===== config.mk =====
export PLATFORM = sky130hd
export DESIGN_NAME = pdh_sqrt
export DESIGN_NICKNAME = d
export VERILOG_FILES = /design/src/pdh_pkg.sv /design/src/pdh_sqrt.sv
export SDC_FILE = /design/constraint.sdc
export NUM_CORES = 1
export LEC_CHECK = 0
export BUFFER_PORTS_ARGS = -buffer_cell sky130_fd_sc_hd__buf_2
export CAP_MARGIN = 5
export CORE_MARGIN = 5
export CORE_UTILIZATION = 69
export CTS_BUF_LIST = sky130_fd_sc_hd__clkbuf_8
export DETAILED_ROUTE_END_ITERATION = 8
export HOLD_SLACK_MARGIN = 0.15
export PLACE_DENSITY = 0.95
export SETUP_SLACK_MARGIN = 0.4
export SLEW_MARGIN = 20
export SYNTH_ARGS = -nofsm -noshare
export SYNTH_HDL_FRONTEND = slang
export SYNTH_SLANG_ARGS = --single-unit

===== constraint.sdc =====
create_clock -name clk_i -period 20.3 [get_ports clk_i]
set_input_delay 3.045 -clock clk_i [delete_from_list [all_inputs] [get_ports clk_i]]
set_output_delay 3.045 -clock clk_i [all_outputs]
set_load 0.05 [all_outputs]

===== src/pdh_pkg.sv =====
package pdh_pkg;

  localparam int DimDefault = 16;
  localparam int ValW = 24;
  localparam logic signed [63:0] S24Max = 64'sd8388607;
  localparam logic signed [63:0] S24Min = -64'sd8388608;
  localparam logic signed [63:0] S48Max = 64'sd140737488355327;
  localparam logic signed [63:0] S48Min = -64'sd140737488355328;
  localparam logic [16:0] OneQ = 17'd65536;

  typedef enum logic [1:0] {
    OP_LOAD = 2'd0,
    OP_ELEM = 2'd1,
    OP_DUMP = 2'd2,
    OP_NONE = 2'd3
  } op_e;

  typedef enum logic [1:0] {
    REG_PRIOR   = 2'd0,
    REG_PSTEP   = 2'd1,
    REG_DSTEP   = 2'd2,
    REG_SPACING = 2'd3
  } reg_e;

  typedef enum logic [4:0] {
    S_IDLE,
    S_ACC_MUL,
    S_ACC_ADD,
    S_T_INIT,
    S_SQRT,
    S_DIV_CT,
    S_DIV_DT,
    S_DIV_LOSS,
    S_DIV_COEF,
    S_G_MUL,
    S_G_SAT,
    S_W_RD,
    S_W_MUL,
    S_W_UPD,
    S_A_MUL,
    S_A_DIV,
    S_AL_MUL,
    S_AL_UPD,
    S_E_RD,
    S_E_LD,
    S_E_SEND
  } state_e;

  typedef struct packed {
    logic        start;
    logic [63:0] num;
    logic [31:0] den;
  } div_req_t;

  typedef struct packed {
    logic        start;
    logic [63:0] operand;
  } sqrt_req_t;

  function automatic logic signed [23:0] sat24(input logic signed [63:0] v);
    logic signed [23:0] r;
    if (v > S24Max) begin
      r = 24'sh7FFFFF;
    end else if (v < S24Min) begin
      r = 24'sh800000;
    end else begin
      r = v[23:0];
    end
    return r;
  endfunction

  function automatic logic [23:0] usat24(input logic [63:0] v);
    logic [23:0] r;
    if (v > 64'd8388607) begin
      r = 24'h7FFFFF;
    end else begin
      r = v[23:0];
    end
    return r;
  endfunction

endpackage


===== src/pdh_sqrt.sv =====
module pdh_sqrt
  import pdh_pkg::*;
(
  input  logic        clk_i,
  input  logic        rst_ni,
  input  sqrt_req_t   req_i,
  output logic        done_o,
  output logic [31:0] root_o
);

  logic        busy_q, busy_d;
  logic        done_q, done_d;
  logic [63:0] n_q, n_d;
  logic [63:0] res_q, res_d;
  logic [63:0] bit_q, bit_d;
  logic [64:0] trial;

  assign trial = {1'b0, res_q} + {1'b0, bit_q};

  always_comb begin
    busy_d = busy_q;
    done_d = 1'b0;
    n_d    = n_q;
    res_d  = res_q;
    bit_d  = bit_q;
    if (req_i.start) begin
      busy_d = 1'b1;
      n_d    = req_i.operand;
      res_d  = '0;
      bit_d  = 64'h4000_0000_0000_0000;
    end else if (busy_q) begin
      if ({1'b0, n_q} >= trial) begin
        n_d   = 64'({1'b0, n_q} - trial);
        res_d = (res_q >> 1) + bit_q;
      end else begin
        res_d = res_q >> 1;
      end
      bit_d = bit_q >> 2;
      if (bit_q[0]) begin
        busy_d = 1'b0;
        done_d = 1'b1;
      end
    end
  end

  always_ff @(posedge clk_i or negedge rst_ni) begin
    if (!rst_ni) begin
      busy_q <= 1'b0;
      done_q <= 1'b0;
    end else begin
      busy_q <= busy_d;
      done_q <= done_d;
    end
  end

  always_ff @(posedge clk_i) begin
    n_q   <= n_d;
    res_q <= res_d;
    bit_q <= bit_d;
  end

  assign done_o = done_q;
  assign root_o = res_q[31:0];

endmodule


# Yosys cells after proc, flatten, opt, wreduce, memory -nomap -nowiden
# Index checks and enable logic that the tools add are counted.
[totals]
reg_bits = 162
input_bits = 67
out_inout_bits = 33
wordCells = 22
[op_classes]
addsub = 3
order_cmp = 1
muxes = 10
reduce_logical = 3
[op_table]
columns = ["operator", "count"]
rows = [
  ["$mux 64", 4],
  ["$add 64x63->65", 1],
  ["$ge 64x65->1", 1],
  ["$add 63x63->64", 1],
  ["$sub 64x64->64", 1],
  ["$mux 1", 6],
  ["$reduce_bool 2->1", 2],
  ["$reduce_and 2->1", 1],
]

# Depth between registers and ports, before layout
# Gate-level depths: netlist of run 1.
[depth]
depth_word = 5
mapped_depth = 26
mapped_depth_nobuf = 23

# Worst setup path before layout of run 1
# No wires, ideal clock.
[synth_path]
path_type = "reg2reg"
startpoint = "reg res_q[2]"
endpoint = "reg n_q[0], enable pin"
setup_time_ns = 0.574
arrival_ns = 9.196
t_required_ns = 19.726
setup_slack_ns = 10.530
stages_incl_launch_ff = 25
path_buffers = 3
period_less_slack_ns = 9.770
path_cell_list = "dfxtp_1 ha_1 a31o_2 a31oi_1 o21ai_2 a21boi_1 o41a_1 o21a_1 o31ai_4 a311oi_1 o21bai_1 xnor2_1 ha_1 buf_2 and4_1 and3_1 nand2_1 nor4_1 a211o_1 o21ai_0 a221oi_2 buf_4 nand2_2 buf_2 o21ai_0"
[synth_via]
elab_chain_len = 4
[synth_rtl]
columns = ["item", "line_no", "rtl"]
rows = [
  ["from (decl)", "pdh_sqrt.sv:14", "logic [63:0] res_q, res_d;"],
  ["from (signal assigned)", "pdh_sqrt.sv:58", "res_q <= res_d;"],
  ["$add 64x63->65", "pdh_sqrt.sv:18", "assign trial = {1'b0, res_q} + {1'b0, bit_q};"],
  ["$ge 64x65->1", "pdh_sqrt.sv:32", "if ({1'b0, n_q} >= trial) begin"],
  ["$reduce_bool 2->1 (no line)", "-", ""],
  ["$reduce_and 2->1 (no line)", "-", ""],
  ["to (signal assigned)", "pdh_sqrt.sv:57", "n_q <= n_d;"],
  ["to (decl)", "pdh_sqrt.sv:13", "logic [63:0] n_q, n_d;"],
]
# No other way between the ends.
# A chain may end at the register's enable or synchronous reset.

# Worst setup path after layout of run 1
[layout_path]
startpoint = "reg bit_q[0]"
endpoint = "reg n_q[52], enable pin"
[layout_via]
elab_chain_len = 4
[layout_rtl]
columns = ["item", "line_no", "rtl"]
rows = [
  ["from (decl)", "pdh_sqrt.sv:15", "logic [63:0] bit_q, bit_d;"],
  ["from (signal assigned)", "pdh_sqrt.sv:59", "bit_q <= bit_d;"],
  ["$add 64x63->65", "pdh_sqrt.sv:18", ""],
  ["$ge 64x65->1", "pdh_sqrt.sv:32", ""],
  ["$reduce_bool 2->1 (no line)", "-", ""],
  ["$reduce_and 2->1 (no line)", "-", ""],
]
# No other way between the ends.

==> results.yml, run 1 <==
run_status:
  status: "complete, no violations"
routing:
  initialDrtViolationCount: 1959
  via_per_inst: 6.79
  routed_wl_um: 43600
  dr.max_layer_used: "met4"
  drtAntennaViolNets: 0
  vias: 15109
  wl_per_cell_um: 19.6
  drt_pre_antenna_iters: 9
  dr_wl_met3_um: 4810
  route.detailed.drc: 0
  met1Wirelength_um: 18100
  dr_wl_met2_um: 18900
sta:
  rsz0062_at_grt: "false"
  worst_pin_slew_ns: 1.02
  fin_crit_sh: 0.394
  slew_viol_final: 0
  fmax_ghz: 0.125
  setup_slack_ns: 12.30
  finalSetupViolations: 0
  hold_viol: 0
  fin_tns_setup_ns: 0
  skew_ns: 0.0281
  timing.final.crit_period_ns: 8.00
  relSlewSlack: 0.318
power:
  ir_worst_vdd_v: 0.0000925
  leakage_nw: 6.37
  powerDensity_nw_per_um2: 126
worst_setup_path:
  critPathMaxFanout: 64
  worstPathRequired_ns: 20.40
  r2r-end: "n_q[52]$_DFFE_PP_"
  reg2reg_depth: 24
  cp-end-kind: "flop"
  crit_path_start_kind: "flop"
  crit_arrival_ns: 8.11
  r2r-start: "bit_q[0]$_SDFFE_PP0P_"
  rrSetupSlack_ns: 12.30
  critical_path_class: "reg -> reg"
global_route:
  grt_first_pass_wirelength_um: 71000
  grt_max_degree: 90
  grt_usage: 0.328
  grt_pass1_vias: 14155
  antenna_found_initial: 0
  grt-ovfl-total: 0
layout:
  final-instance-count-excl-fill: 2224
  n_antenna_cell: 0
  mostFrequentLayoutCells: "nand2_1 (230), nor2_1 (181), a21oi_1 (138)"
  drive_above_1_share: 0.0905
  synthToLayoutAreaGrowth_pct: 3.52
  layout.nets: 2129
  final_common_cell: "nand2_1"
cts:
  cts_tree: "yes"
  postCtsResizedCells: 0
  cts_buffers: 17
  clkLatencyLatePin_ns: 0.49
  cts.clk_slew.worst_paths_ns: 0.08
  cts_sinks: 162
  cts_max_level: 4
  cts_setup_buffers: 0
  cts_hold_buf: 0
  cts.path.max_buffers: 2
  clockRootBuffer: "clkbuf_8"
job:
  drv_cap: 0
logic_synthesis:
  synth_area_leader_cell: "dfxtp_1"
  synth_ff_type: "dfxtp_1"
  synthesis.area_um2: 15300
  synth-edff-count: 64
  synth_cells: 1951
  yosysSeqAreaShare: 0.254
  syn_avg_cell_area_um2: 7.86
  ys_warn_count: 0
  synth_top_area_frac: 0.125
  ys_ff_latch: 162
  synthArstFlopShare: 0.0123
  synth.distinct_cells: 90
  syn-num-nets: 2149
  yosys-top-cells-area: "dfxtp_1 (13%), edfxtp_1 (13%), ha_1 (11%)"
placed_design:
  dpl_worst_slack_ns: 12.51
  dp.cells: 2192
  gp_congestion: 1.04
  port_buffers: 99
  dp_hpwl_um: 32300
die:
  coreArea_um2: 21800
  initial_core_util: 0.703
  die_area_um2: 25300
  boundaryPins: 100
  fp.dieH_um: 159
  fp.dieW_um: 159
  num_rows: 54
min_path:
  hp-class: "reg -> reg"
  min_to: "res_q[0]$_SDFFE_PP0P_"
  hold_start: "res_q[0]$_SDFFE_PP0P_"
  min_path_cells: 2
[layer usage]
metal	GRT usage	up-vias
met5	0	-
met2	0.499	907
met3	0.0694	152
met1	0.451	6922
met4	0.142	0
li1	-	7128
[registers in the layout (all words and copies together) (netlist names)]
name    cells
n_q        64
res_q      64
bit_q      32
busy_q      1
done_o      1
[worst max-delay path: stages (launching register included)]
cell	delay [ns]
dfxtp_1	0.35
ha_1	0.22
ha_1	0.22
a21oi_1	0.37
o21bai_1	0.16
a221oi_1	0.54
o21ai_0	0.38
a22o_1	0.33
a221oi_1	0.37
o31a_1	0.26
nor2_1	0.06
o21ai_0	0.18
xor2_1	0.10
ha_1	0.43
and4_1	0.25
and3_1	0.21
nand2_1	0.07
nor4_1	0.31
a211o_1	0.19
o21ai_0	0.16
a221oi_4	0.20
buf_4	0.51
nand2_2	0.61
o21ai_4	0.30
buf_4	0.73
[synth_stat cells, types with 9 or more instances]
cell / instances
edfxtp_1: 64
mux2i_1: 38
o21bai_1: 24
o31ai_1: 17
o211ai_1: 21
nor2b_1: 21
o21ai_0: 137
buf_4: 36
xnor2_1: 80
a21o_1: 42
clkbuf_1: 79
dfxtp_1: 96
a311oi_1: 17
nor2_1: 181
nand3b_1: 10
buf_2: 22
nand2b_1: 9
nand2_1: 230
inv_1: 40
and3_1: 19
a31oi_1: 51
nand4_1: 37
and2_1: 17
a211oi_1: 42
a31o_2: 14
o21a_1: 12
o22ai_1: 12
xor2_1: 78
nand3_1: 67
a21oi_1: 138
ha_1: 130
nor3_1: 28
[worst max-delay path by stage]
stage                     startpoint                end  slack, ns  depth (start not counted)
2_1_floorplan  res_q[2]$_SDFFE_PP0P_   n_q[0]$_DFFE_PP_      10.53                         24
3_3_place_gp   bit_q[0]$_SDFFE_PP0P_  n_q[52]$_DFFE_PP_      12.74                         24
3_5_place_dp   bit_q[0]$_SDFFE_PP0P_  n_q[52]$_DFFE_PP_      12.51                         24
4_1_cts        bit_q[0]$_SDFFE_PP0P_  n_q[34]$_DFFE_PP_      12.48                         24
5_1_grt        bit_q[0]$_SDFFE_PP0P_  n_q[52]$_DFFE_PP_      11.83                         24
6_report       bit_q[0]$_SDFFE_PP0P_  n_q[52]$_DFFE_PP_      12.30                         24
[kinds of logic after synthesis]
logic type	share of synthesized area
and+or+nand+nor	0.196
AOI/OAI and AO/OA	0.267
DFF	0.254
muxes	0.0277
buffers and inverters	0.0574
xor gates and xnor gates	0.0902
adders and majority gates	0.107
[power by group]
part           total [mW]  switching, mW  internal [mW]
clock network       0.223          0.129         0.0940
registers           0.519         0.0573          0.462
logic                1.26          0.789          0.468
[per-stage QoR]
step / util / hold WS [ns] / power (mW) / instance area [µm²]
3_5_place_dp: 0.712 / 0.515 / 1.74 / 15500
2_1_floorplan: - / 0.474 / 1.49 / 15300
3_3_place_gp: 0.712 / 0.495 / 1.71 / 15500
4_1_cts: 0.727 / 0.523 / 1.97 / 15900
6_report: 0.727 / 0.525 / 2.00 / 15900
5_1_grt: 0.727 / 0.559 / 2.13 / 15900
[area by class of cell]
cell class / instances / area (µm²)
repair buffers: 105 / 547
fillers: 1701 / 5950
inverters: 41 / 154
flip-flops and latches: 162 / 3900
multi-input cells: 1604 / 10600
well taps: 280 / 350
clock buffers: 17 / 234
clock inverters: 15 / 108
Power figures use the tool's default switching activity.
==> inputs of run 2 (changes only) <==
CORE_UTILIZATION = 58   (was 69)
PLACE_DENSITY = 0.87   (was 0.95)
clock period = 6.6 ns   (was 20.3 ns; I/O delays follow)
==> run 2 against run 1 <==
  * Wire length is 8.3% higher
  * Critical path type unchanged
  * Cell count is 4.2% higher
  * Combinational power grew to 3.5 times the previous value
  * First-iteration DRC count is 6.3% lower
  * Critical endpoint is now n_q[59]$_DFFE_PP_
  * Largest cell class unchanged
==> results.yml, run 2 (synthesis gave the netlist of run 1 again) <==
power:
  p_sw_mw: 3.27
  p_seq_frac: 0.233
  powerDensity_nw_per_um2: 408
  pwr-share-comb: 0.651
  power_mw: 6.76
  leakage_nw: 6.66
  power_switching_share: 0.483
  clock_power_share: 0.115
  intPower_mw: 3.49
  ir_worst_vdd_v: 0.000287
cts:
  cts.path.max_buffers: 2
  cts_max_level: 4
  cts_sinks: 162
  clkLatencyLatePin_ns: 0.48
  cts_hold_buf: 0
  clockRootBuffer: "clkbuf_8"
  cts.clk_slew.worst_paths_ns: 0.09
  cts_tree: "yes"
  cts_buffers: 17
layout:
  n_antenna_cell: 0
  reg_top3: "n_q (64), res_q (64), bit_q (32)"
  final_area_um2: 16600
  mostFrequentLayoutCells: "nand2_1 (230), nor2_1 (180), a21oi_1 (136)"
  finish.utilization: 0.635
  final_common_cell: "nand2_1"
  drive_above_1_share: 0.120
  layout.nets: 2167
  synthToLayoutAreaGrowth_pct: 7.98
  fillers: 2229
global_route:
  antenna_found_initial: 0
  grt_max_degree: 83
  grt_pass1_vias: 13968
  grt-ovfl-total: 0
  grt_first_pass_wirelength_um: 72000
  grt_usage: 0.285
run_status:
  status: "complete, no violations"
sta:
  timing.final.crit_period_ns: 5.99
  relSlewSlack: 0.285
  slew_viol_final: 0
  fmax_ghz: 0.167
  skew_ns: 0.0231
  fin_tns_setup_ns: 0
  worst_pin_slew_ns: 1.07
  finalSetupViolations: 0
  rsz0062_at_grt: "false"
  hold_viol: 0
  fin_crit_sh: 0.908
  timing.hold.ws_ns: 0.284
die:
  fp.dieH_um: 173
  die_area_um2: 29800
  boundaryPins: 100
  fp.dieW_um: 173
  initial_core_util: 0.588
  coreArea_um2: 26100
  num_rows: 59
worst_setup_path:
  critPathMaxFanout: 16
  crit_arrival_ns: 6.18
  critical_path_class: "reg -> reg"
  cp-end-kind: "flop"
  reg2reg_depth: 24
  worstPathRequired_ns: 6.79
  crit_path_start_kind: "flop"
routing:
  initialDrtViolationCount: 1835
  routed_wl_um: 47200
  via_per_inst: 6.71
  vias: 15548
  drtAntennaViolNets: 0
  wl_per_cell_um: 20.4
  drt_pre_antenna_iters: 8
  route.detailed.drc: 0
job:
  drv_cap: 0
min_path:
  hp-class: "in -> async"
placed_design:
  postPlaceCellArea_um2: 15800
  dp_hpwl_um: 33000
  gp_congestion: 0.985
  port_buffers: 99
run 2: cell types whose count changed in the layout (fill, tap and decap cells not counted), sizes merged:
cell and change:
buf +33, clkbuf +4, clkinv -4, clkinvlp +2, and2 +1, bufinv +1
inv +1
run 2: repair_timing:
item	in CTS	in global routing
setup endpoints to repair	107	128
gates cloned	1	5
setup buffers	2	16
resized for setup	4	28
pin swaps	1	9
run 2: area by class of cell:
type / instances / area (µm²) / area share
Clock buffer: 17 / 234 / 0.0141
Sequential cell: 162 / 3900 / 0.235
Tap cell: 335 / 419 / 0.0253
Clock inverter: 15 / 155 / 0.00937
Timing Repair Buffer: 142 / 986 / 0.0595
Multi-Input combinational cell: 1605 / 10700 / 0.647
Inverter: 41 / 154 / 0.00929
run 2: per-layer routing:
metal | routed length [µm] | GRT usage | up-vias
li1 | - | - | 7202
met1 | 19800 | 0.408 | 7281
met2 | 21000 | 0.444 | 938
met3 | 4990 | 0.0485 | 127
met4 | 1390 | 0.0812 | 0
met5 | 0 | 0 | -
run 2: final timing paths:
| kind | slack, ns | end | start |
|---|---|---|---|
| hold / removal | 0.28 | busy_q$_DFF_PN0_ | rst_ni |
| max in group asynchronous | 6.21 | busy_q$_DFF_PN0_ | rst_ni |
| min in group clk_i | 0.52 | res_q[0]$_SDFFE_PP0P_ | res_q[0]$_SDFFE_PP0P_ |
| hold reg to reg | 0.52 | res_q[0]$_SDFFE_PP0P_ | res_q[0]$_SDFFE_PP0P_ |
| setup reg to reg | 0.61 | n_q[59]$_DFFE_PP_ | res_q[2]$_SDFFE_PP0P_ |
| setup / recovery | 0.61 | n_q[59]$_DFFE_PP_ | res_q[2]$_SDFFE_PP0P_ |
run 2: stage by stage:
stage,instances,setup WS (ns)
3_3_place_gp,2261,0.339
2_1_floorplan,1951,0.428
3_5_place_dp,2261,0.124
6_report,2317,0.610
5_1_grt,2317,0.338
4_1_cts,2296,0.401
run 2: worst max-delay path: stages (launching register included):
cell       delay, ns
dfxtp_1         0.45
ha_1            0.31
a31o_2          0.28
a31oi_1         0.29
o21ai_2         0.17
buf_4           0.16
inv_1           0.04
o21ai_0         0.17
a21oi_2         0.32
nor3_1          0.10
or2_2           0.32
a21oi_1         0.24
xor2_1          0.12
ha_1            0.39
nand2_1         0.17
nor3_2          0.23
nand2_1         0.18
nor4_2          0.30
a211o_1         0.17
o21ai_0         0.14
a221oi_4        0.35
nand2_4         0.15
o21ai_4         0.28
buf_12          0.17
clkbuf_16       0.20
run 2: power by group through the flow:
stage               clock (mW)  sequential (mW)  combinational, mW
floorplan                    0             1.53               3.05
detailed placement           0             1.60               3.90
finish                   0.780             1.58               4.40
global route             0.826             1.60               4.73
CTS                      0.783             1.57               4.02
global placement             0             1.59               3.81
