### src/pdh_ram.sv
module pdh_ram #(
  parameter int Width = 24,
  parameter int Depth = 16,
  parameter int AddrW = 4
) (
  input  logic             clk_i,
  input  logic             we_i,
  input  logic [AddrW-1:0] waddr_i,
  input  logic [Width-1:0] wdata_i,
  input  logic [AddrW-1:0] raddr_i,
  output logic [Width-1:0] rdata_o
);

  logic [Width-1:0] mem [Depth];
  logic [Width-1:0] rdata_q;

  always_ff @(posedge clk_i) begin
    if (we_i) begin
      mem[waddr_i] <= wdata_i;
    end
    rdata_q <= mem[raddr_i];
  end

  assign rdata_o = rdata_q;

endmodule

### config.mk
export PLATFORM = sky130hd
export DESIGN_NAME = pdh_ram
export DESIGN_NICKNAME = d
export VERILOG_FILES = /design/src/pdh_ram.sv
export SDC_FILE = /design/constraint.sdc
export NUM_CORES = 1
export LEC_CHECK = 0
export BUFFER_PORTS_ARGS = -buffer_cell sky130_fd_sc_hd__buf_4
export CORE_MARGIN = 4
export CORE_UTILIZATION = 50
export CTS_CLUSTER_SIZE = 10
export DETAILED_ROUTE_END_ITERATION = 10
export PLACE_DENSITY = 0.76
export RECOVER_POWER = 100
export SLEW_MARGIN = 15
export SYNTH_ARGS = -nofsm -noshare
export SYNTH_HDL_FRONTEND = slang
export SYNTH_SLANG_ARGS = --single-unit
### constraint.sdc
create_clock -name clk_i -period 2.9 [get_ports clk_i]
set_input_delay 0.145 -clock clk_i [delete_from_list [all_inputs] [get_ports clk_i]]
set_output_delay 0.145 -clock clk_i [all_outputs]
set_load 0.005 [all_outputs]
# Word-level counts from Yosys, hierarchy flattened
# Memory sizes are Yosys's and may differ from the RTL's. A register that Yosys moved wholly into a read port is not among the register bits.
# Index checks and enable logic that the tools add are counted.
# word_totals
output_inout_bits,24
memories,1
elab_cells,3
reg_bits,0
ramBits,384
inputBits,34
# mem_list
name,words,word_bits,rd,rd_clocked_by_memory_dff,write_ports,line,rtl
mem,16,24,1,1,1,14,logic [Width-1:0] mem [Depth];
# classes
muxes,2
# ops
cell,n
1-bit 2-to-1 mux,2

# Logic depth before layout (Yosys ltp)
# Gate-level depths: netlist of run 1.
# depth
ltp_word,2
mapped_depth,6
ltp_nobuf,3

# Worst setup path after synthesis of run 1
# No wires, ideal clock.
# synth_path
kind,input -> register
from,input waddr_i[2]
to,memory mem[0][0] (enable)
cell_stages,2
arrival_time_ps,2327
required_ps,2465
path_slack_ps,138
n_path_buf,0
setup_ps,435
cell_sequence,or3b_2 > nor3_1
# synth_lines
item,line,rtl
"start, declared",8,"input logic [AddrW-1:0] waddr_i,"
"end, declared",14,
# No word-level cell before the write port.

# Worst setup path in the final report of run 1
# layout_path
from,input waddr_i[2]
to,memory mem[8][17] (enable)
# No word-level cell before the write port.

==> impl_metrics.csv, run 1 <==
group,metric,value,unit
route,top_layer_used,"met4",
critical_path,cp_top_family,"buffers and inverters",
critical_path,critPathMaxStageDelay,1160,ps
critical_path,path_class,"in2reg",
logic_synthesis,syn_area_per_cell,23.48,sq um
hold_path,hp-class,"in2reg",
logic_synthesis,synth_cells,636,
power_and_ir_drop,vdd_drop_max,0.0004893,V
critical_path,cp.required,3040,ps
clock_tree,clock_path_buffers,3,
power_and_ir_drop,pwr-share-clk,0.417,
critical_path,crit_path_frequent_cell,"clkbuf_1",
critical_path,critical_path_buf_inv_count,2,
power_and_ir_drop,comb_power_share,0.048,
finish,layout-drive-gt1-share,0.2354,
route,drt-met1-wl,12070,um
finish,area_growth,16.42,%
grt,antenna_found_initial,1,
logic_synthesis,synth-seq-area-share,0.8045,
floorplan,num_rows,63,
power_and_ir_drop,power.share.switching,0.2050,
timing,worst_pin_slew,1773,ps
route,post_drt_wl_per_cell,25.65,um
grt,grt_first_pass_wirelength,46960,um
timing,holdWs,290.1,ps
clock_tree,cts-root-buf,"clkbuf_16",
timing,finalCritPeriodShare,0.7351,
power_and_ir_drop,intPower,9.860,mW
finish,multiInputGateArea,0.002755,sq mm
route,drtAntennaViolNets,0,
placement,dpl.hpwl,17730,um
power_and_ir_drop,powerDensity,713.5,mW/mm^2
finish,fin_cells,1194,
critical_path,cp_cell_sequence,"clkbuf_1 > nand3b_1 > nor3_1 > clkbuf_1",
clock_tree,cts_max_level,2,
logic_synthesis,synth_nets,670,
route,drt_pre_antenna_iters,5,
critical_path,crit_arrival,2270,ps
placement,dp.cells,1085,
clock_tree,cts-buffers-inserted,46,
power_and_ir_drop,p_leak,5.515,nW
timing,tns,0,ps
finish,final_cell_mix,"384 x edfxtp_1, 96 x mux4_2, 88 x clkbuf_1",
floorplan,fp.dieW,180.8,um
clock_tree,cts_tree,"built",
floorplan,core,0.02956,sq mm
placement,port_buffers,57,
power_and_ir_drop,switchingPower,2.542,mW
clock_tree,insertion_delay,550,ps
timing,finalWorstSetupSlack,768.1,ps
logic_synthesis,syn_area,0.01493,sq mm
floorplan,die_h,180.8,um
grt,grtUsageTotal,0.1894,
floorplan,io_pins,58,
route,vias_per_cell,5.777,
logic_synthesis,synth_cell_type_count,16,
logic_synthesis,ys_seq_elements,408,
floorplan,die-area,0.03269,sq mm
run_status,violations,"max-capacitance violations, max-slew violations",
timing,finClkSkew,17.96,ps
finish,fillers,2079,
clock_tree,cts_resized,0,
timing,slew_violations,111,
timing,maxSlewHeadroom,-0.1823,
finish,final-seq-area,0.01201,sq mm
route,drc,0,
timing,hold_viol,0,
critical_path,cpMaxStageDelayCell,"clkbuf_1",
critical_path,critPathMaxFanout,17,
timing,fmax,469.1,MHz
finish,layout_commonest_cell,"edfxtp_1",
critical_path,critPathLaunchType,"input pin",
route,first_iter_violations,709,
clock_tree,cts_num_sinks,408,
logic_synthesis,ys_warn_count,0,
route,wirelength,30630,um
placement,place_congestion,0.7494,
run_status,status,"finished, violations left",
route,met3_length,1905,um
grt,gr-total-overflow,0,
grt,grt_pass1_vias,7652,
clock_tree,path_clk_slew,50,ps
grt,grt_start_max_net_pins,44,
run,maxCapViolations,5,
timing,finalSetupViolCount,0,
floorplan,initial_core_util,0.5051,
route,wl_met2,15990,um
power_and_ir_drop,power_frac_seq,0.536,
timing,min_period,2132,ps
route,vias,6898,
finish,finalNetCount,801,
critical_path,endpoint_kind,"register",
placement,post-place-ws,910.7,ps
timing,rsz0062_at_grt,"false",
## cells in the mapped netlist
cell type / instances / share of area
nor2_1: 13 / 0.0033
nor3_1: 4 / 0.0013
clkbuf_1: 18 / 0.0045
nand2b_1: 2 / 0.00084
or3b_2: 1 / 0.00059
and2_1: 1 / 0.00042
nand3b_1: 2 / 0.0010
nand3_1: 1 / 0.00033
dfxtp_1: 24 / 0.032
nor2b_1: 2 / 0.00084
buf_2: 10 / 0.0034
a22oi_1: 48 / 0.024
nand2_1: 25 / 0.0063
mux4_2: 96 / 0.14
buf_6: 5 / 0.0038
edfxtp_1: 384 / 0.77
## final timing paths
check / from / slack (ps) / cells past startpoint / end
max: waddr_i[2] / 770 / 4 / mem[8][17]
min: waddr_i[0] / 290 / 3 / mem[12][13]
max reg2reg: mem[11][22] / 1520 / 3 / rdata_o[22]
min reg2reg: mem[12][13] / 670 / 3 / rdata_o[13]
## worst register-to-register path, stage by stage (launching register included)
cell and delay (ps):
edfxtp_1 360, mux4_2 470, a22oi_1 260, nand2_1 160
## power by group through the flow
stage / combinational (mW) / sequential, mW / clock (mW)
6_report: 0.591 / 6.65 / 5.17
3_5_place_dp: 0.604 / 6.76 / 0
2_1_floorplan: 0.319 / 6.75 / 0
5_1_grt: 0.641 / 6.65 / 5.53
4_1_cts: 0.637 / 6.64 / 5.25
3_3_place_gp: 0.585 / 6.75 / 0
## cell families after synthesis
family / after synthesis / synth area share
AO/OA/AOI/OAI: 48 / 0.02414
buffers and inverters: 33 / 0.01165
flip-flops: 408 / 0.8045
multiplexers: 96 / 0.1448
AND/OR/NAND/NOR: 51 / 0.01492
## cell type report
cell class | count | share of cell area
sequential | 408 | 0.6910
clock inverter | 3 | 0.003599
clock buffer | 81 | 0.07378
timing repair buffer | 116 | 0.04485
tap | 390 | 0.02807
antenna | 1 | 0.0001440
multi-input combinational | 195 | 0.1585
## flip-flops by register name, indices dropped and copies added, names as in the netlist
signal   count
rdata_o     24
mem        384
## metal layers
metal,GRT usage,vias to the layer above
met3,0.03946,47
met5,0,-
li1,-,2965
met4,0.05596,0
met2,0.3236,245
met1,0.2491,3641
## repair_timing
item,in CTS,in global routing
buffers inserted,0,0
endpoints found under the setup margin,0,0
hold buffers,24,0
hold endpoints to repair,384,0
## through the flow
| step | instance area, sq um | power [mW] | util |
|---|---|---|---|
| 2_1_floorplan | 14930 | 7.068 | - |
| 3_3_place_gp | 16050 | 7.338 | 0.5429 |
| 3_5_place_dp | 16050 | 7.366 | 0.5429 |
| 4_1_cts | 17630 | 12.53 | 0.5965 |
| 5_1_grt | 17380 | 12.83 | 0.5880 |
| 6_report | 17380 | 12.40 | 0.5880 |
No activity file was read; power rests on OpenSTA's default activity.
==> inputs of run 2 (changes only) <==
--- a/config.mk
+++ b/config.mk
@@ -10,7 +10,7 @@
 export CORE_UTILIZATION = 50
 export CTS_CLUSTER_SIZE = 10
 export DETAILED_ROUTE_END_ITERATION = 10
-export PLACE_DENSITY = 0.76
+export PLACE_DENSITY = 0.74
 export RECOVER_POWER = 100
 export SLEW_MARGIN = 15
 export SYNTH_ARGS = -nofsm -noshare
==> constraint.sdc (replaced) <==
create_clock -name clk_i -period 2.2 [get_ports clk_i]
set_input_delay 0.11 -clock clk_i [delete_from_list [all_inputs] [get_ports clk_i]]
set_output_delay 0.11 -clock clk_i [all_outputs]
set_load 0.005 [all_outputs]
==> run 2 against run 1 <==
- core utilization is 0.29 points higher
- largest cell class unchanged
- sequential power is 32% higher
- register-to-register slack worse by 780 ps
- the flow now finishes without violations
==> impl_metrics.csv, run 2 (synthesized netlist as in run 1, its figures left out) <==
group,metric,value,unit
timing,min_period,1655,ps
critical_path,path_class,"in2reg",
clock_tree,cts_resized,0,
grt,grt_pass1_vias,7658,
finish,regMostFlops,"mem",
critical_path,r2r-start,"mem[0][12]",
timing,tns,0,ps
route,drt_pre_antenna_iters,5,
timing,hold_viol,0,
critical_path,r2r-end,"rdata_o[12]",
route,wirelength,32520,um
placement,port_buffers,57,
placement,place_congestion,0.7228,
timing,slew_violations,0,
route,vias,7101,
route,drtAntennaViolNets,0,
floorplan,fp.dieW,180.8,um
finish,largest_register_ffs,384,
run_status,status,"finished, final reports clean",
finish,stdcell_area,0.01747,sq mm
floorplan,die_h,180.8,um
floorplan,io_pins,58,
finish,layout-drive-gt1-share,0.2522,
hold_path,worstHoldStart,"raddr_i[1]",
critical_path,rr_worst_depth,3,
critical_path,crit_arrival,1800,ps
placement,dp.cells,1085,
placement,post-place-ws,541.4,ps
timing,fmax,604.1,MHz
timing,finalSetupViolCount,0,
finish,finalNetCount,801,
critical_path,cp.required,2340,ps
timing,worst_pin_slew,1329,ps
floorplan,num_rows,63,
critical_path,critPathMaxFanout,12,
clock_tree,cts-root-buf,"clkbuf_16",
grt,grt_first_pass_wirelength,48980,um
floorplan,core,0.02956,sq mm
finish,area_growth,16.99,%
placement,dpl.hpwl,17090,um
critical_path,endpoint_kind,"register",
finish,layout_commonest_cell,"edfxtp_1",
route,post_drt_wl_per_cell,27.19,um
hold_path,hp-class,"in2reg",
timing,finalCritPeriodShare,0.7524,
grt,antenna_found_initial,2,
finish,fin_cells,1196,
clock_tree,cts_tree,"built",
timing,maxSlewHeadroom,0.1138,
timing,finClkSkew,10.61,ps
clock_tree,insertion_delay,540,ps
timing,finalWorstSetupSlack,544.8,ps
clock_tree,cts_num_sinks,408,
route,drc,0,
clock_tree,clock_path_buffers,3,
grt,grtUsageTotal,0.2012,
placement,place_area,0.01610,sq mm
finish,final_cell_mix,"384 x edfxtp_1, 96 x mux4_2, 81 x clkbuf_1",
power_and_ir_drop,p_leak,5.576,nW
floorplan,initial_core_util,0.5051,
timing,rsz0062_at_grt,"false",
route,first_iter_violations,738,
floorplan,die-area,0.03269,sq mm
grt,grt_start_max_net_pins,28,
critical_path,crit_path_end,"mem[13][3]",
critical_path,reg2reg_slack,740,ps
route,vias_per_cell,5.937,
critical_path,critPathLaunchType,"input pin",
clock_tree,cts_max_level,2,
clock_tree,cts-buffers-inserted,46,
finish,post-route-util,0.5909,
clock_tree,cts_setup_buffers,0,
power_and_ir_drop,vdd_drop_max,0.0006380,V
clock_tree,path_clk_slew,50,ps
power_and_ir_drop,powerDensity,945.1,mW/mm^2
critical_path,critical_path.startpoint,"waddr_i[0]",
run,maxCapViolations,0,
grt,gr-total-overflow,0,
run 2: repair_timing:
action                                  4_1_cts  5_1_grt
hold endpoints to repair                    384        0
hold buffers                                 24        0
endpoints found under the setup margin        0        0
run 2: metrics by stage:
step | power, mW | hold WS (ps)
floorplan | 9.318 | 208.9
global placement | 9.673 | 392.1
CTS | 16.69 | 186.1
finish | 16.51 | 252.7
detailed placement | 9.725 | 410.8
global route | 17.08 | 262.6
run 2: how the worst min path moves through the flow:
stage                              to  cells after the start
after floorplan             mem[0][0]                      0
after global placement     mem[8][10]                      1
after detailed placement  mem[10][23]                      1
after CTS                  mem[8][17]                      3
after global routing       rdata_o[2]                      4
final                      rdata_o[3]                      4
run 2: metal layers:
layer	part of all wire	vias to the layer above	wire, um	GRT usage
li1	-	2979	-	-
met5	0.00022	-	7	0
met4	0.031	2	1016	0.07290
met2	0.54	303	17470	0.3505
met1	0.37	3741	12050	0.2521
met3	0.061	76	1979	0.04147
run 2: critical path, stage by stage:
cell and delay [ps]:
clkbuf_1 300, nand2b_1 240, nor2_1 250, clkbuf_1 890
run 2: report_power, final:
group / internal (mW) / total, mW / switching, mW
Clock: 4.14 / 6.94 / 2.81
Combinational: 0.365 / 0.810 / 0.445
Sequential: 8.70 / 8.76 / 0.0592
run 2: final cells by class:
type	count	area (sq um)
timing repair buffer	116	824.5
tap	390	488.0
fill	2032	12090
sequential	408	12010
clock buffer	86	1365
antenna	1	2.502
multi-input combinational	195	2776
==> inputs of run 3 (changes only) <==
--- a/config.mk
+++ b/config.mk
@@ -5,12 +5,13 @@
 export SDC_FILE = /design/constraint.sdc
 export NUM_CORES = 1
 export LEC_CHECK = 0
+export ABC_AREA = 1
 export BUFFER_PORTS_ARGS = -buffer_cell sky130_fd_sc_hd__buf_4
 export CORE_MARGIN = 4
 export CORE_UTILIZATION = 50
 export CTS_CLUSTER_SIZE = 10
 export DETAILED_ROUTE_END_ITERATION = 10
-export PLACE_DENSITY = 0.74
+export PLACE_DENSITY = 0.73
 export RECOVER_POWER = 100
 export SLEW_MARGIN = 15
 export SYNTH_ARGS = -nofsm -noshare
==> constraint.sdc (replaced) <==
create_clock -name clk_i -period 1.55 [get_ports clk_i]
set_input_delay 0.0775 -clock clk_i [delete_from_list [all_inputs] [get_ports clk_i]]
set_output_delay 0.0775 -clock clk_i [all_outputs]
set_load 0.005 [all_outputs]
==> run 3 against run 2 <==
- setup slack lost 300 ps
- critical path depth is 1 higher
- design area up 13%
- sequential power rose by 42%
- first-iteration DRC count is 56% higher
- count of clock-buffer cells in the layout fell by 3
- power up 45%
- clock skew rose by 15 ps
- critical path type unchanged
==> impl_metrics.csv, run 3 <==
group,metric,value,unit
timing,finalSetupViolCount,0,
timing,slew_violations,0,
route,vias,11360,
critical_path,critical_path_buf_inv_count,3,
finish,area_growth,16.08,%
clock_tree,clock_path_buffers,3,
timing,fmax,768.7,MHz
placement,dp.cells,2073,
power_and_ir_drop,vdd_drop_max,0.0008746,V
hold_path,min_to,"rdata_o[20]",
timing,finClkSkew,25.79,ps
grt,grt_pass1_vias,11230,
placement,port_buffers,57,
logic_synthesis,async_flop_share,0,
critical_path,critPathLaunchType,"input pin",
critical_path,endpoint_kind,"register",
floorplan,io_pins,58,
timing,finalCritPeriodShare,0.8392,
logic_synthesis,synth_cell_type_count,12,
route,first_iter_violations,1150,
timing,rsz0062_at_grt,"false",
grt,grt_start_max_net_pins,64,
hold_path,min_path_cells,4,
floorplan,num_rows,67,
clock_tree,cts_num_sinks,408,
logic_synthesis,synth_area_leader_cell,"edfxtp_1",
timing,tns,0,ps
critical_path,cp_cell_sequence,"clkbuf_1 > nand3b_1 > clkbuf_1 > nor2_4 > dlymetal6s2s_1",
finish,antenna_cells,0,
logic_synthesis,synth.top_cell.area_share,0.6802,
critical_path,critPathMaxStageDelay,700,ps
finish,regMostFlops,"mem",
floorplan,die_h,192.1,um
route,vias_per_cell,5.201,
grt,grt_first_pass_wirelength,63740,um
run,maxCapViolations,0,
route,drtAntennaViolNets,0,
logic_synthesis,yosys_most_used_dff,"edfxtp_1",
clock_tree,cts-buffers-inserted,47,
logic_synthesis,synth_cells,1597,
logic_synthesis,ys_warn_count,0,
finish,finalNetCount,1733,
finish,layout-drive-gt1-share,0.07258,
floorplan,core,0.03345,sq mm
finish,layout_commonest_cell,"nand2_1",
finish,post-route-util,0.5883,
critical_path,crit_path_frequent_cell,"clkbuf_1",
timing,hold_viol,0,
logic_synthesis,synth_edf_count,384,
run_status,status,"finished, final reports clean",
logic_synthesis,yosysMostFrequentCell,"nand2_1",
hold_path,hp-class,"in2reg",
logic_synthesis,ys_seq_elements,408,
critical_path,r2r-end,"rdata_o[6]",
finish,largest_register_ffs,384,
power_and_ir_drop,powerDensity,1220,mW/mm^2
critical_path,cp_top_family,"buffers and inverters",
grt,antenna_found_initial,0,
route,wirelength,41010,um
logic_synthesis,syn_area_per_cell,10.61,sq um
clock_tree,cts_max_level,2,
critical_path,cp.required,1730,ps
logic_synthesis,synth_nets,1631,
logic_synthesis,synth_area_leaders,"edfxtp_1 68%, nand2_1 11%, nand3_1 8.5%, inv_1 6.5%, dfxtp_1 2.8%",
route,drt_pre_antenna_iters,5,
hold_path,worstHoldStart,"raddr_i[2]",
power_and_ir_drop,finalPower,24.01,mW
logic_synthesis,yosys-top-cells-count,"509 x nand2_1, 384 x edfxtp_1, 292 x inv_1",
critical_path,reg2reg_slack,500,ps
placement,place_congestion,0.8208,
timing,maxSlewHeadroom,0.3666,
finish,fin_cells,2184,
placement,dpl.hpwl,23560,um
clock_tree,insertion_delay,550,ps
critical_path,cpMaxStageDelayCell,"dlymetal6s2s_1",
clock_tree,cts_setup_buffers,0,
clock_tree,cts_resized,0,
critical_path,rr_worst_depth,6,
grt,gr-total-overflow,0,
critical_path,r2r-start,"mem[3][6]",
clock_tree,path_clk_slew,50,ps
logic_synthesis,syn_area,0.01695,sq mm
clock_tree,cts-root-buf,"clkbuf_16",
grt,grtUsageTotal,0.2263,
timing,worst_pin_slew,950.0,ps
floorplan,fp.dieW,192.1,um
route,post_drt_wl_per_cell,18.78,um
route,drc,0,
finish,final_cell_mix,"509 x nand2_1, 384 x edfxtp_1, 291 x inv_1",
critical_path,critPathMaxFanout,14,
timing,min_period,1301,ps
floorplan,initial_core_util,0.5068,
critical_path,path_class,"in2reg",
critical_path,crit_arrival,1480,ps
power_and_ir_drop,p_leak,8.358,nW
clock_tree,cts_tree,"built",
floorplan,die-area,0.03691,sq mm
logic_synthesis,synth-seq-area-share,0.7086,
==> run 3: area by class of cell <==
| class | count | area [sq um] |
|---|---|---|
| clock buffers | 83 | 1343 |
| clock inverters | 3 | 55.05 |
| fillers | 2667 | 13770 |
| inverters | 294 | 1109 |
| multi-input cells | 817 | 3511 |
| flip-flops and latches | 408 | 12010 |
| well taps | 448 | 560.5 |
| repair buffers | 131 | 1087 |
==> run 3: how the worst max path moves through the flow <==
stage	start	end	slack, ps	depth (start not counted)
final	waddr_i[3]	mem[6][2]	250	5
after global routing	waddr_i[3]	mem[6][1]	160	5
after CTS	rdata_o[9]	rdata_o[9]	290	1
after detailed placement	waddr_i[2]	mem[3][1]	240	5
after global placement	waddr_i[2]	mem[3][1]	230	5
after floorplan	waddr_i[2]	mem[10][0]	-170	2
==> run 3: report_power, final <==
group | leakage [nW] | total [mW] | internal [mW] | switching [mW]
Sequential | 3.67 | 12.4 | 12.3 | 0.0861
Clock | 0.664 | 10.0 | 5.99 | 4.02
Combinational | 4.02 | 1.57 | 0.504 | 1.06
==> run 3: cells by family (layout without fill, tap and decap cells) <==
family | after synthesis | in the layout | share of synthesized area
simple gates | 817 | 817 | 0.2027
flops | 408 | 408 | 0.7086
buf+inv | 372 | 511 | 0.08872
==> run 3: timing repair <==
| action | 4_1_cts | 5_1_grt |
|---|---|---|
| endpoints found under the hold margin | 388 | 0 |
| hold buffers | 25 | 0 |
| setup endpoints to repair | 0 | 0 |
==> run 3: worst reg2reg max path: stages (launching register included) <==
cell	delay, ps
edfxtp_1	400
inv_1	70
nand2_1	50
nand3_1	90
nand3_1	80
nand3_1	160
nand2_1	70
==> run 3: layer usage <==
metal	routed length [um]	GRT usage	vias to the layer above	part of all wire
met4	1073	0.06555	0	0.026
met2	20350	0.3895	504	0.50
met3	3186	0.02508	79	0.078
met1	16390	0.3069	5411	0.40
met5	0	0	-	0
li1	-	-	5364	-
==> run 3: stage by stage <==
| stage | setup WS, ps | area [sq um] | hold slack, ps |
|---|---|---|---|
| global placement | 232.8 | 18460 | 385.1 |
| floorplan | -173.6 | 16970 | 176.4 |
| finish | 249.2 | 19680 | 65.18 |
| global route | 163.6 | 19680 | 79.57 |
| detailed placement | 240.7 | 18460 | 396.1 |
| CTS | 294.7 | 20110 | 57.58 |
