### config.mk
export PLATFORM = sky130hd
export DESIGN_NAME = pdh_div
export DESIGN_NICKNAME = d
export VERILOG_FILES = /design/src/pdh_pkg.sv /design/src/pdh_div.sv
export SDC_FILE = /design/constraint.sdc
export NUM_CORES = 1
export LEC_CHECK = 0
export ABC_AREA = 1
export BUFFER_PORTS_ARGS = -buffer_cell sky130_fd_sc_hd__clkbuf_2
export CAP_MARGIN = 15
export CORE_MARGIN = 2
export CORE_UTILIZATION = 40
export CTS_CLUSTER_SIZE = 10
export DETAILED_ROUTE_END_ITERATION = 12
export PLACE_DENSITY = 0.66
export SLEW_MARGIN = 5
export SYNTH_ARGS = -nofsm -noshare
export SYNTH_HDL_FRONTEND = slang
export SYNTH_SLANG_ARGS = --single-unit
### constraint.sdc
create_clock -name clk_i -period 7.1 [get_ports clk_i]
set_input_delay 0.355 -clock clk_i [delete_from_list [all_inputs] [get_ports clk_i]]
set_output_delay 0.355 -clock clk_i [all_outputs]
set_load 0.01 [all_outputs]
### src/pdh_pkg.sv
package pdh_pkg;

  localparam int DimDefault = 16;
  localparam int ValW = 24;
  localparam logic signed [63:0] S24Max = 64'sd8388607;
  localparam logic signed [63:0] S24Min = -64'sd8388608;
  localparam logic signed [63:0] S48Max = 64'sd140737488355327;
  localparam logic signed [63:0] S48Min = -64'sd140737488355328;
  localparam logic [16:0] OneQ = 17'd65536;

  typedef enum logic [1:0] {
    OP_LOAD = 2'd0,
    OP_ELEM = 2'd1,
    OP_DUMP = 2'd2,
    OP_NONE = 2'd3
  } op_e;

  typedef enum logic [1:0] {
    REG_PRIOR   = 2'd0,
    REG_PSTEP   = 2'd1,
    REG_DSTEP   = 2'd2,
    REG_SPACING = 2'd3
  } reg_e;

  typedef enum logic [4:0] {
    S_IDLE,
    S_ACC_MUL,
    S_ACC_ADD,
    S_T_INIT,
    S_SQRT,
    S_DIV_CT,
    S_DIV_DT,
    S_DIV_LOSS,
    S_DIV_COEF,
    S_G_MUL,
    S_G_SAT,
    S_W_RD,
    S_W_MUL,
    S_W_UPD,
    S_A_MUL,
    S_A_DIV,
    S_AL_MUL,
    S_AL_UPD,
    S_E_RD,
    S_E_LD,
    S_E_SEND
  } state_e;

  typedef struct packed {
    logic        start;
    logic [63:0] num;
    logic [31:0] den;
  } div_req_t;

  typedef struct packed {
    logic        start;
    logic [63:0] operand;
  } sqrt_req_t;

  function automatic logic signed [23:0] sat24(input logic signed [63:0] v);
    logic signed [23:0] r;
    if (v > S24Max) begin
      r = 24'sh7FFFFF;
    end else if (v < S24Min) begin
      r = 24'sh800000;
    end else begin
      r = v[23:0];
    end
    return r;
  endfunction

  function automatic logic [23:0] usat24(input logic [63:0] v);
    logic [23:0] r;
    if (v > 64'd8388607) begin
      r = 24'h7FFFFF;
    end else begin
      r = v[23:0];
    end
    return r;
  endfunction

endpackage

### src/pdh_div.sv
module pdh_div
  import pdh_pkg::*;
(
  input  logic        clk_i,
  input  logic        rst_ni,
  input  div_req_t    req_i,
  output logic        done_o,
  output logic [63:0] quot_o
);

  logic        busy_q, busy_d;
  logic        done_q, done_d;
  logic [5:0]  cnt_q, cnt_d;
  logic [63:0] quo_q, quo_d;
  logic [31:0] rem_q, rem_d;
  logic [31:0] den_q, den_d;
  logic [32:0] rem_sh;
  logic        fits;

  // one quotient bit per cycle, restoring
  assign rem_sh = {rem_q, quo_q[63]};
  assign fits   = rem_sh >= {1'b0, den_q};

  always_comb begin
    busy_d = busy_q;
    done_d = 1'b0;
    cnt_d  = cnt_q;
    quo_d  = quo_q;
    rem_d  = rem_q;
    den_d  = den_q;
    if (req_i.start) begin
      busy_d = 1'b1;
      cnt_d  = '0;
      quo_d  = req_i.num;
      rem_d  = '0;
      den_d  = req_i.den;
    end else if (busy_q) begin
      rem_d = fits ? 32'(rem_sh - {1'b0, den_q}) : rem_sh[31:0];
      quo_d = {quo_q[62:0], fits};
      cnt_d = cnt_q + 6'd1;
      if (cnt_q == 6'd63) begin
        busy_d = 1'b0;
        done_d = 1'b1;
      end
    end
  end

  always_ff @(posedge clk_i or negedge rst_ni) begin
    if (!rst_ni) begin
      busy_q <= 1'b0;
      done_q <= 1'b0;
      cnt_q  <= '0;
    end else begin
      busy_q <= busy_d;
      done_q <= done_d;
      cnt_q  <= cnt_d;
    end
  end

  always_ff @(posedge clk_i) begin
    quo_q <= quo_d;
    rem_q <= rem_d;
    den_q <= den_d;
  end

  assign done_o = done_q;
  assign quot_o = quo_q;

endmodule

Yosys cells after proc, flatten, opt, wreduce, memory -nomap -nowiden:

Index checks and enable logic that the tools add are counted.

* add/subtract/negate cells: 2
* $lt $le $gt $ge: 1
* equal/unequal tests: 1
* muxes and demuxes: 11
* reductions and logical operators: 1

Operator list (number)
* $mux 64: 2
* $ge 33x32->1: 1
* $mux 32: 1
* $sub 32x32->32: 1
* $mux 6: 2
* $add 6x1->6 const B: 1
* $eq 6x6->1 const B: 1
* $mux 1: 6
* $reduce_bool 2->1: 1

* register bits after elaboration: 136
* output and inout bits: 65
* logic and storage cells: 22

Longest topological paths before layout:

Gate-level depths: netlist (run 1).

* word-level depth: 4
* depth in mapped cells: 17

Least setup slack after synthesis (run 1):

Ideal clock, no wire load.

* path kind: register to register
* start point: register busy_q
* end point: register quo_q[0], in the netlist quot_o[0] (enable)
* arrival time: 2543 ps
* required time: 6646 ps
* slack: 4103 ps
* cell stages (with the launch flop): 4
* path buffers: 1
* cell sequence: dfrtp_1 > nor2_1 > inv_1 > clkbuf_1

* cells in the longest elaborated chain, start to end: 1

Ends and longest elaborated chain
* from (decl): RTL line pdh_div.sv:11 `logic busy_q, busy_d;`
* from (signal assigned): RTL line pdh_div.sv:54 `busy_q <= busy_d;`
* $reduce_bool 2->1 (no source line)
* to (signal assigned): RTL line pdh_div.sv:61 `quo_q <= quo_d;`
* to (decl): RTL line pdh_div.sv:14 `logic [63:0] quo_q, quo_d;`

No other way between the ends.
A chain may end at the register's enable or synchronous reset.

Worst setup path in the final report (run 1):

* start point: register den_q[28]
* end point: register rem_q[8]

* cells in the longest elaborated chain, start to end: 2

Ends and longest elaborated chain
* from (decl): RTL line pdh_div.sv:16 `logic [31:0] den_q, den_d;`
* from (signal assigned): RTL line pdh_div.sv:63 `den_q <= den_d;`
* $ge 33x32->1: RTL line pdh_div.sv:22 `assign fits = rem_sh >= {1'b0, den_q};`
* $mux 32: RTL line pdh_div.sv:38 `rem_d = fits ? 32'(rem_sh - {1'b0, den_q}) : rem_sh[31:0];`
* to (signal assigned): RTL line pdh_div.sv:62 `rem_q <= rem_d;`
* to (decl): RTL line pdh_div.sv:15 `logic [31:0] rem_q, rem_d;`

No other way between the ends.

==> run metrics, run 1 <==
Core ar.=just over 20000 um2; GPL Wtd Cong=0.962; Max Freq=365 MHz; final max-slew violation count=0; DP Cell Count=between 1500 and 2000; Clock Skews=about 0.012 ns; number of antenna violations at the first check in global routing=0; Area Overhead vs Synth=19.1%; Placement Cell Area=just over 9000 um2; # clock sinks=136; DR WL/cell=around 14 um; syn_nets=about 1300; power per cell area=roughly 310 nW/um2; worst hold path type=input pin to flop; Critical Path Source Type=flop; input/output buffers=approximately 160; first-pass GRT wire length=roughly 36000 um; hold path depth=1; ant diodes=0; Synth Area in Compound Gates=roughly 3.3%; clock-pin slew on the worst setup and hold paths=about 0.070 ns; most frequent cells in the layout=504 x nand2_1, 179 x inv_1, 162 x clkbuf_2; #FFs+latches synth=around 140; Setup WS post-layout=between 4 and 5 ns; YS warnings=0; Hold Vio Cnt, Final=0; via/cell ratio=approximately 4.7; largest family of logic cells by synthesized area=simple AND/OR/NAND/NOR gates; nets@finish=1419; vias in the first global route=between 7000 and 8000; clock buffer count from CTS=17; post-placement worst setup slack=about 4.3 ns; drt drc=0; R2R Setup Slk=~4.4 ns; CP Max Fanout=34; fillers=2094; setup TNS=0 ns; Hold Startpoint=req_i[21]; TritonCTS clock tree=built; Post-DP HPWL=about 16000 um; io pins=164; Initial DRT Pass Iterations=6; Lkg Pwr=roughly 5.4 nW; initial detailed-routing violation count=approximately 470; Post-Synth XOR/XNOR Area=around 1.5%; final hold slack=approximately 0.099 ns; worst r2r src=den_q[28]; width of the chip=between 100 and 150 um; r2r worst-path depth=11; die area=between 20000 and 25000 um2; status=completed; CTS root buffer=clkbuf_16; synthesized area per cell=about 7.4 um2; worst skew pair latency=0.43 ns; initial core utilization=around two fifths; register area share after synthesis=44.9%; critical path class=flop to flop; Clock Path Buffers=2; Post-Synth Adder-Cell Area=between 5 and 6%; Die Ht=148 um; max cap viols=0; final setup fails=0; Syn Std Cell Area=8290 um2; floorplan row count=52; Total GRT Usage=about a fifth; post-synth cell types=42; largest net degree at the start of global routing=between 70 and 80; Final ANT Viol Nets=0; IR drop worst, VDD=183 uV; DR vias=between 7000 and 8000; r2r endpoint=rem_q[8]; Post-Route WL=21400 um; Worst slew margin=33.3%; leading cell type in the layout, fill and taps excluded=nand2_1; Post-Synthesis Cells=between 1000 and 1500; RSZ-0062 raised after global routing=false; Tmin final=about 2.7 ns; Synth Area in Simple Gates=between 30 and 40%; slew of the pin with the lowest slew margin=0.997 ns; mux share of post-synthesis cell area=0%; post-layout util=about half; grt ovf=0; CTS H-tree lvls=4; Critical Path RT=7.45 ns; post-cts resize count=0; final worst path period share=38.6%; Hold Path End=den_q[21]; Final Cell Area=a little under 10000 um2; Critical Path End Type=flop; non-filler instance count after layout=1569; Power, Total=3.09 mW; critical path arrival=~3.1 ns; layout cells sized above 1=between 10% and 20%
-- synthesized netlist by cell type --
library cell	number	share of area (%)
or2_2	1	0.076
buf_6	4	0.54
o221ai_1	1	0.11
nand3b_1	13	1.2
a21oi_2	1	0.11
fa_1	1	0.24
dfrtp_1	8	2.4
inv_1	180	8.2
nand2_4	1	0.14
buf_2	1	0.060
nor2_1	45	2.0
and3_1	1	0.076
buf_4	5	0.45
nand3_1	78	4.7
nor2_2	5	0.38
dfxtp_1	32	7.7
ha_1	33	5.0
nor3_2	1	0.12
edfxtp_1	96	35
buf_8	1	0.18
o21a_1	2	0.18
o21ai_0	7	0.42
o21bai_1	4	0.36
xor2_1	1	0.11
a31oi_1	1	0.076
nand2_8	1	0.24
nor3_1	2	0.12
nand2_1	504	23
nor4_1	1	0.076
nor2_4	3	0.41
o21ai_1	10	0.60
and2_1	4	0.30
dlygate4sd1_1	1	0.11
nand2_2	6	0.45
clkbuf_1	16	0.72
inv_2	4	0.18
xnor2_1	13	1.4
a21oi_1	22	1.3
nand4_1	9	0.68
nand3_2	6	0.72
dlygate4sd3_1	1	0.12
a22o_1	1	0.11
-- metal layers --
metal | part of all wire [%] | global-route usage [%] | vias to the layer above
met5 | 0 | 0 | -
met4 | 1.5 | 4.90 | 0
met3 | 6.9 | 5.25 | 24
met2 | 45 | 32.7 | 231
met1 | 46 | 27.7 | 3280
li1 | - | - | 3825
-- cell type report --
cell class,count,area [um2],area share (%)
Tap cell,270,338,3.42
Timing Repair Buffer,169,866,8.77
Clock inverter,14,133,1.34
Inverter,184,691,7.00
Sequential cell,136,3720,37.7
Clock buffer,18,429,4.35
Multi-Input combinational cell,778,3690,37.4
-- worst max-delay path by stage --
stage | start | to | slack [ns] | cells after the start
2_1_floorplan | busy_q | quot_o[0] | 4.10 | 3
3_3_place_gp | req_i[96] | quot_o[36] | 4.31 | 5
3_5_place_dp | req_i[96] | quot_o[22] | 4.27 | 5
4_1_cts | den_q[22] | rem_q[8] | 4.37 | 13
5_1_grt | den_q[29] | rem_q[9] | 4.06 | 13
6_report | den_q[28] | rem_q[8] | 4.36 | 11
-- worst max-delay path, cell delays in order, from the launching register on --
cell	delay, ns
edfxtp_1	0.37
inv_1	0.06
ha_1	0.26
a21oi_1	0.22
nand2_1	0.13
a21oi_1	0.14
nand2_1	0.10
nor2_4	0.75
nand2_8	0.29
nand2_1	0.15
nand3_1	0.07
o21ai_1	0.09
-- where the power goes --
group | internal (mW) | total [mW] | switching, mW | leakage [nW]
Sequential | 0.973 | 1.05 | 0.0731 | 1.39
Clock | 0.462 | 0.863 | 0.401 | 0.270
Combinational | 0.433 | 1.18 | 0.745 | 3.73
Total | 1.87 | 3.09 | 1.22 | 5.38
-- sequential cells by signal, indices dropped and copies added, names as in the netlist --
name	flops
quot_o	64
den_q	32
rem_q	32
cnt_q	6
busy_q	1
done_o	1
-- logic make-up (layout without fill, tap and decap cells) --
| family | Yosys count | in the layout |
|---|---|---|
| AND/OR/NAND/NOR | 681 | 681 |
| buffers and inverters | 213 | 385 |
| flip-flops | 136 | 136 |
| AO/OA/AOI/OAI | 49 | 49 |
| adder cells (fa/ha/maj) | 34 | 34 |
| XOR/XNOR | 14 | 14 |
-- repair_timing --
item | 4_1_cts | 5_1_grt
endpoints found under the setup margin | 0 | 0
endpoints found under the hold margin | 8 | 0
setup buffers | 0 | 0
hold buffers | 1 | 0
No activity file was read; power rests on OpenSTA's default activity.
==> inputs of run 2 (changes only) <==
Settings changed: PLACE_DENSITY 0.66 to 0.68.
Clock period 7.1 ns to 2.4 ns, I/O delays scaled along.
==> run metrics, run 2 (synthesis gave the netlist of run 1 again) <==
Tmin final=roughly 2.2 ns; Worst slew margin=between 60% and 70%; RSZ-0062 raised after global routing=false; fillers=roughly 2000; Clock Path Buffers=2; DR vias=slightly below 8000; Final Cell Area=11000 um2; clock buffer count from CTS=17; Total GRT Usage=21.8%; width of the chip=148 um; Critical Path End Type=flop; initial detailed-routing violation count=roughly 540; Die Ht=148 um; CTS root buffer=clkbuf_16; Slowest-stage cell, CP=fa_1; Lkg Pwr=a little under 6 nW; nets@finish=1523; final setup fails=0; max reg flops=64; Worst path most repeated cell=nand2_1; TritonCTS clock tree=built; Critical Path Source Type=flop; status=completed; IR drop worst, VDD=~520 uV; slew of the pin with the lowest slew margin=0.591 ns; first-pass GRT wire length=~38000 um; worst hold path type=input pin to flop; leading cell type in the layout, fill and taps excluded=nand2_1; final max-slew violation count=0; Clock Skews=~0.011 ns; most frequent cells in the layout=503 x nand2_1, 179 x inv_1, 162 x clkbuf_2; die area=about 22000 um2; CTS H-tree lvls=4; Placement Cell Area=~9400 um2; CP Max Fanout=4; critical path's largest stage delay=~0.41 ns; worst skew pair latency=between 0.4 and 0.5 ns; hold path depth=3; Post-Route WL=between 20000 and 25000 um; largest net degree at the start of global routing=45; # Post-CTS Setup Buffers=0; clock-pin slew on the worst setup and hold paths=around 0.06 ns; vias in the first global route=7712; drt drc=0; GPL Wtd Cong=just over 0.9; io pins=between 150 and 200; max cap viols=0; Max Freq=approximately 450 MHz; layout cells sized above 1=between 10% and 20%; r2r worst-path depth=13; # clock sinks=roughly 140; power per cell area=865 nW/um2; Crit path buffers/inverters=2; number of antenna violations at the first check in global routing=0; DR WL/cell=approximately 14 um; input/output buffers=between 150 and 200; Core ar.=20300 um2; final worst path period share=93.1%; setup TNS=0 ns; critical path's top delay family=adder cells; Hold Vio Cnt, Final=0; Crit path depth=13; Post-DP HPWL=16200 um; Area Overhead vs Synth=32.8%; critical path arrival=roughly 2.6 ns; Initial DRT Pass Iterations=5; grt ovf=0; via/cell ratio=around 4.7; Critical Path RT=approximately 2.7 ns; floorplan row count=52; ant diodes=0; Final ANT Viol Nets=0; critical path class=flop to flop; initial core utilization=40.8%; cells along the critical path=inv_1, ha_1, fa_1, inv_1, nand3_1, nand3_1, nand2_1, a21oi_1, o21ai_0, nand2_1, nand2_1, nand3_1, nand2_1
run 2: cell count changes in the layout (fill, tap and decap cells not counted), moves of 2 or more:
cell and delta:
dlygate4sd3_1 +95, ha_1 -2, buf_12 +5, nor2_1 -2
nor2_4 +2, ha_2 +2, buf_4 +2
run 2: worst min-delay path: cells and delay by family:
| kind | cells | cell delay, ns |
|---|---|---|
| AND/OR/NAND/NOR | 1 | 0.03 |
| AO/OA/AOI/OAI | 1 | 0.14 |
| buffers and inverters | 1 | 0.08 |
run 2: cell type report:
class / instances / area (um2) / area share, %
Clock buffer: 18 / 429 / 3.90
Inverter: 184 / 691 / 6.28
Clock inverter: 14 / 128 / 1.16
Timing Repair Buffer: 272 / 1960 / 17.8
Tap cell: 270 / 338 / 3.07
Sequential cell: 136 / 3720 / 33.8
Multi-Input combinational cell: 779 / 3740 / 34.0
run 2: power by group:
group          internal (mW)  switching, mW  leakage, nW
Clock                   1.37           1.16        0.269
Sequential              2.88          0.216         1.39
Combinational           1.50           2.39         4.21
Total                   5.75           3.77         5.86
run 2: final timing paths:
path	from	endpoint	slack, ns
hold reg to reg	rem_q[25]	rem_q[25]	0.47
hold / removal	req_i[32]	quot_o[0]	0.06
max in group asynchronous	rst_ni	cnt_q[5]	2.13
min in group asynchronous	rst_ni	done_o	0.09
setup reg to reg	quot_o[63]	rem_q[16]	0.16
setup / recovery	quot_o[63]	rem_q[16]	0.16
run 2: through the flow:
| stage | util (%) | cells | total power [mW] | worst slack [ns] | hold slack, ns |
|---|---|---|---|---|---|
| after global placement | 46.4 | 1543 | 6.68 | 0.0411 | -0.0190 |
| after floorplan | - | 1127 | 5.83 | 0.443 | -0.176 |
| after global routing | 54.2 | 1673 | 10.2 | 0.00255 | 0.0854 |
| final | 54.2 | 1673 | 9.52 | 0.165 | 0.0615 |
| after CTS | 53.9 | 1671 | 9.41 | 0.0155 | 0.0363 |
| after detailed placement | 46.4 | 1543 | 6.72 | 0.0257 | -0.0218 |
run 2: layer usage:
layer  GRT usage, %  routed length [um]
met3           5.56                1700
met4           6.86                 490
met5              0                   0
met1           28.1               10500
met2           36.2               11100
run 2: repair_timing:
action / in CTS / in global routing
gates resized for setup: 0 / 8
hold endpoints to repair: 103 / 0
endpoints found under the setup margin: 0 / 32
hold buffers: 96 / 0
==> inputs of run 3 (changes only) <==
Settings changed: CORE_UTILIZATION 40 to 51, PLACE_DENSITY 0.68 to 0.83.
==> run metrics, run 3 (synthesis gave the netlist of run 1 again) <==
Max Freq=444 MHz; GR Util met2=approximately half; CP Max Fanout=16; max reg flops=64; Critical Path Sink=rem_q[9]; Crit path depth=14; die area=17300 um2; clock-pin slew on the worst setup and hold paths=roughly 0.06 ns; Slowest-stage cell, CP=ha_2; critical path's top delay family=simple AND/OR/NAND/NOR gates; Post-Route WL=approximately 24000 um; Worst slew margin=58.7%; fillers=~1200; clock share of power=around a quarter; Core ar.=~16000 um2; Clock Path Buffers=2; Critical Path RT=between 2 and 3 ns; GPL Wtd Cong=0.957; met3 Use GR=around 6.7%; Area Overhead vs Synth=31.7%; final max-slew violation count=0; grt met1 use=between 30% and 40%; final hold slack=roughly 0.030 ns; grt ovf=0; clock buffer count from CTS=17; nets@finish=~1500; final setup fails=0; Setup WS post-layout=between 0.1 and 0.15 ns; ant diodes=0; width of the chip=about 130 um; Post-DP HPWL=about 15000 um; Lkg Pwr=5.84 nW; most used routing layer=met2; Initial DRT Pass Iterations=6; number of antenna violations at the first check in global routing=0; layout cells sized above 1=about 18%; drt drc=0; most frequent cells in the layout=504 x nand2_1, 179 x inv_1, 162 x clkbuf_2; io pins=around 160; input/output buffers=about 160; worst r2r src=den_q[17]; post-placement worst setup slack=roughly 0.19 ns; Power, Total=about 9.5 mW; Tmin final=between 2 and 2.5 ns; leading cell type in the layout, fill and taps excluded=nand2_1; Final ANT Viol Nets=0; Die Ht=between 100 and 150 um; via/cell ratio=around 5.1; power per cell area=roughly 870 nW/um2; slew of the pin with the lowest slew margin=about 0.62 ns; CTS root buffer=clkbuf_16; initial detailed-routing violation count=between 600 and 700; status=completed; critical path arrival=2.55 ns; DR vias=just over 8000; TritonCTS clock tree=built; max cap viols=0; R2R Setup Slk=approximately 0.15 ns; Total GRT Usage=27.9%; Int Power=5.76 mW; Reg power frac=about a third; CTS H-tree lvls=4; crit path from=den_q[17]; Critical Path End Type=flop; Hold Vio Cnt, Final=0; worst hold path type=input pin to flop; Logic pwr share=approximately two fifths; r2r endpoint=rem_q[9]; IR drop worst, VDD=roughly 600 uV; Crit path buffers/inverters=2; Clock Skews=between 0.01 and 0.015 ns; Net Sw Power=3.77 mW; cells along the critical path=inv_1, ha_2, nand2_1, nor2_2, nand2_2, nor2_2, nand2_1, nor2_4, nor2_4, buf_4, nand2_8, nand2_1, nand3_1, o21ai_1; worst skew pair latency=around 0.43 ns; vias in the first global route=just over 8000; r2r worst-path depth=14; critical path's largest stage delay=around 0.38 ns; DR WL/cell=approximately 15 um; final worst path period share=between 90% and 100%; switch share=between 30% and 40%; critical path class=flop to flop; largest net degree at the start of global routing=64; initial core utilization=a little over half; Worst path most repeated cell=nand2_1; post-layout util=68.7%; first-pass GRT wire length=39000 um; # clock sinks=about 140; Critical Path Source Type=flop; floorplan row count=between 40 and 50
-- run 3: routing by layer --
metal,up-vias,wire length (um)
li1,4034,-
met2,377,11800
met1,3780,9900
met5,-,0
met3,48,1930
met4,0,513
-- run 3: worst min-delay path: cells and delay by family --
family | cells | cell delay (ns)
buffers and inverters | 1 | 0.10
AND/OR/NAND/NOR | 2 | 0.13
-- run 3: worst min path at each step --
| stage | startpoint | endpoint | slack (ns) | cells past startpoint |
|---|---|---|---|---|
| global placement | rst_ni | cnt_q[5] | -0.03 | 1 |
| detailed placement | rst_ni | cnt_q[5] | -0.02 | 1 |
| finish | req_i[81] | quot_o[49] | 0.03 | 3 |
| global route | req_i[81] | quot_o[49] | 0.03 | 3 |
| CTS | req_i[81] | quot_o[49] | 0.006 | 3 |
| floorplan | rst_ni | busy_q | -0.18 | 0 |
-- run 3: cell type report --
cell class / instances / area [um2] / share of cell area (%)
clock buffers: 17 / 425 / 3.90
well taps: 216 / 270 / 2.48
flip-flops and latches: 136 / 3720 / 34.1
multi-input cells: 779 / 3740 / 34.3
repair buffers: 272 / 1920 / 17.6
clock inverters: 15 / 135 / 1.24
inverters: 184 / 691 / 6.33
-- run 3: stage by stage --
| stage | std cells | setup TNS [ns] | cell area [um2] |
|---|---|---|---|
| 2_1_floorplan | 1127 | 0 | 8290 |
| 3_3_place_gp | 1486 | 0 | 9290 |
| 3_5_place_dp | 1486 | 0 | 9290 |
| 4_1_cts | 1613 | 0 | 10800 |
| 5_1_grt | 1619 | -0.991 | 10900 |
| 6_report | 1619 | 0 | 10900 |
-- run 3: power by group through the flow --
stage	clock (mW)	combinational, mW	sequential (mW)
after global routing	2.62	4.39	3.14
after floorplan	0	2.70	3.13
after detailed placement	0	3.53	3.13
after global placement	0	3.46	3.12
after CTS	2.50	3.67	3.09
final	2.48	3.94	3.11
-- run 3: what timing repair did --
item / CTS / global route
buffers inserted: 0 / 4
setup endpoints to repair: 0 / 24
resized for setup: 0 / 10
endpoints found under the hold margin: 102 / 0
hold buffers: 95 / 0
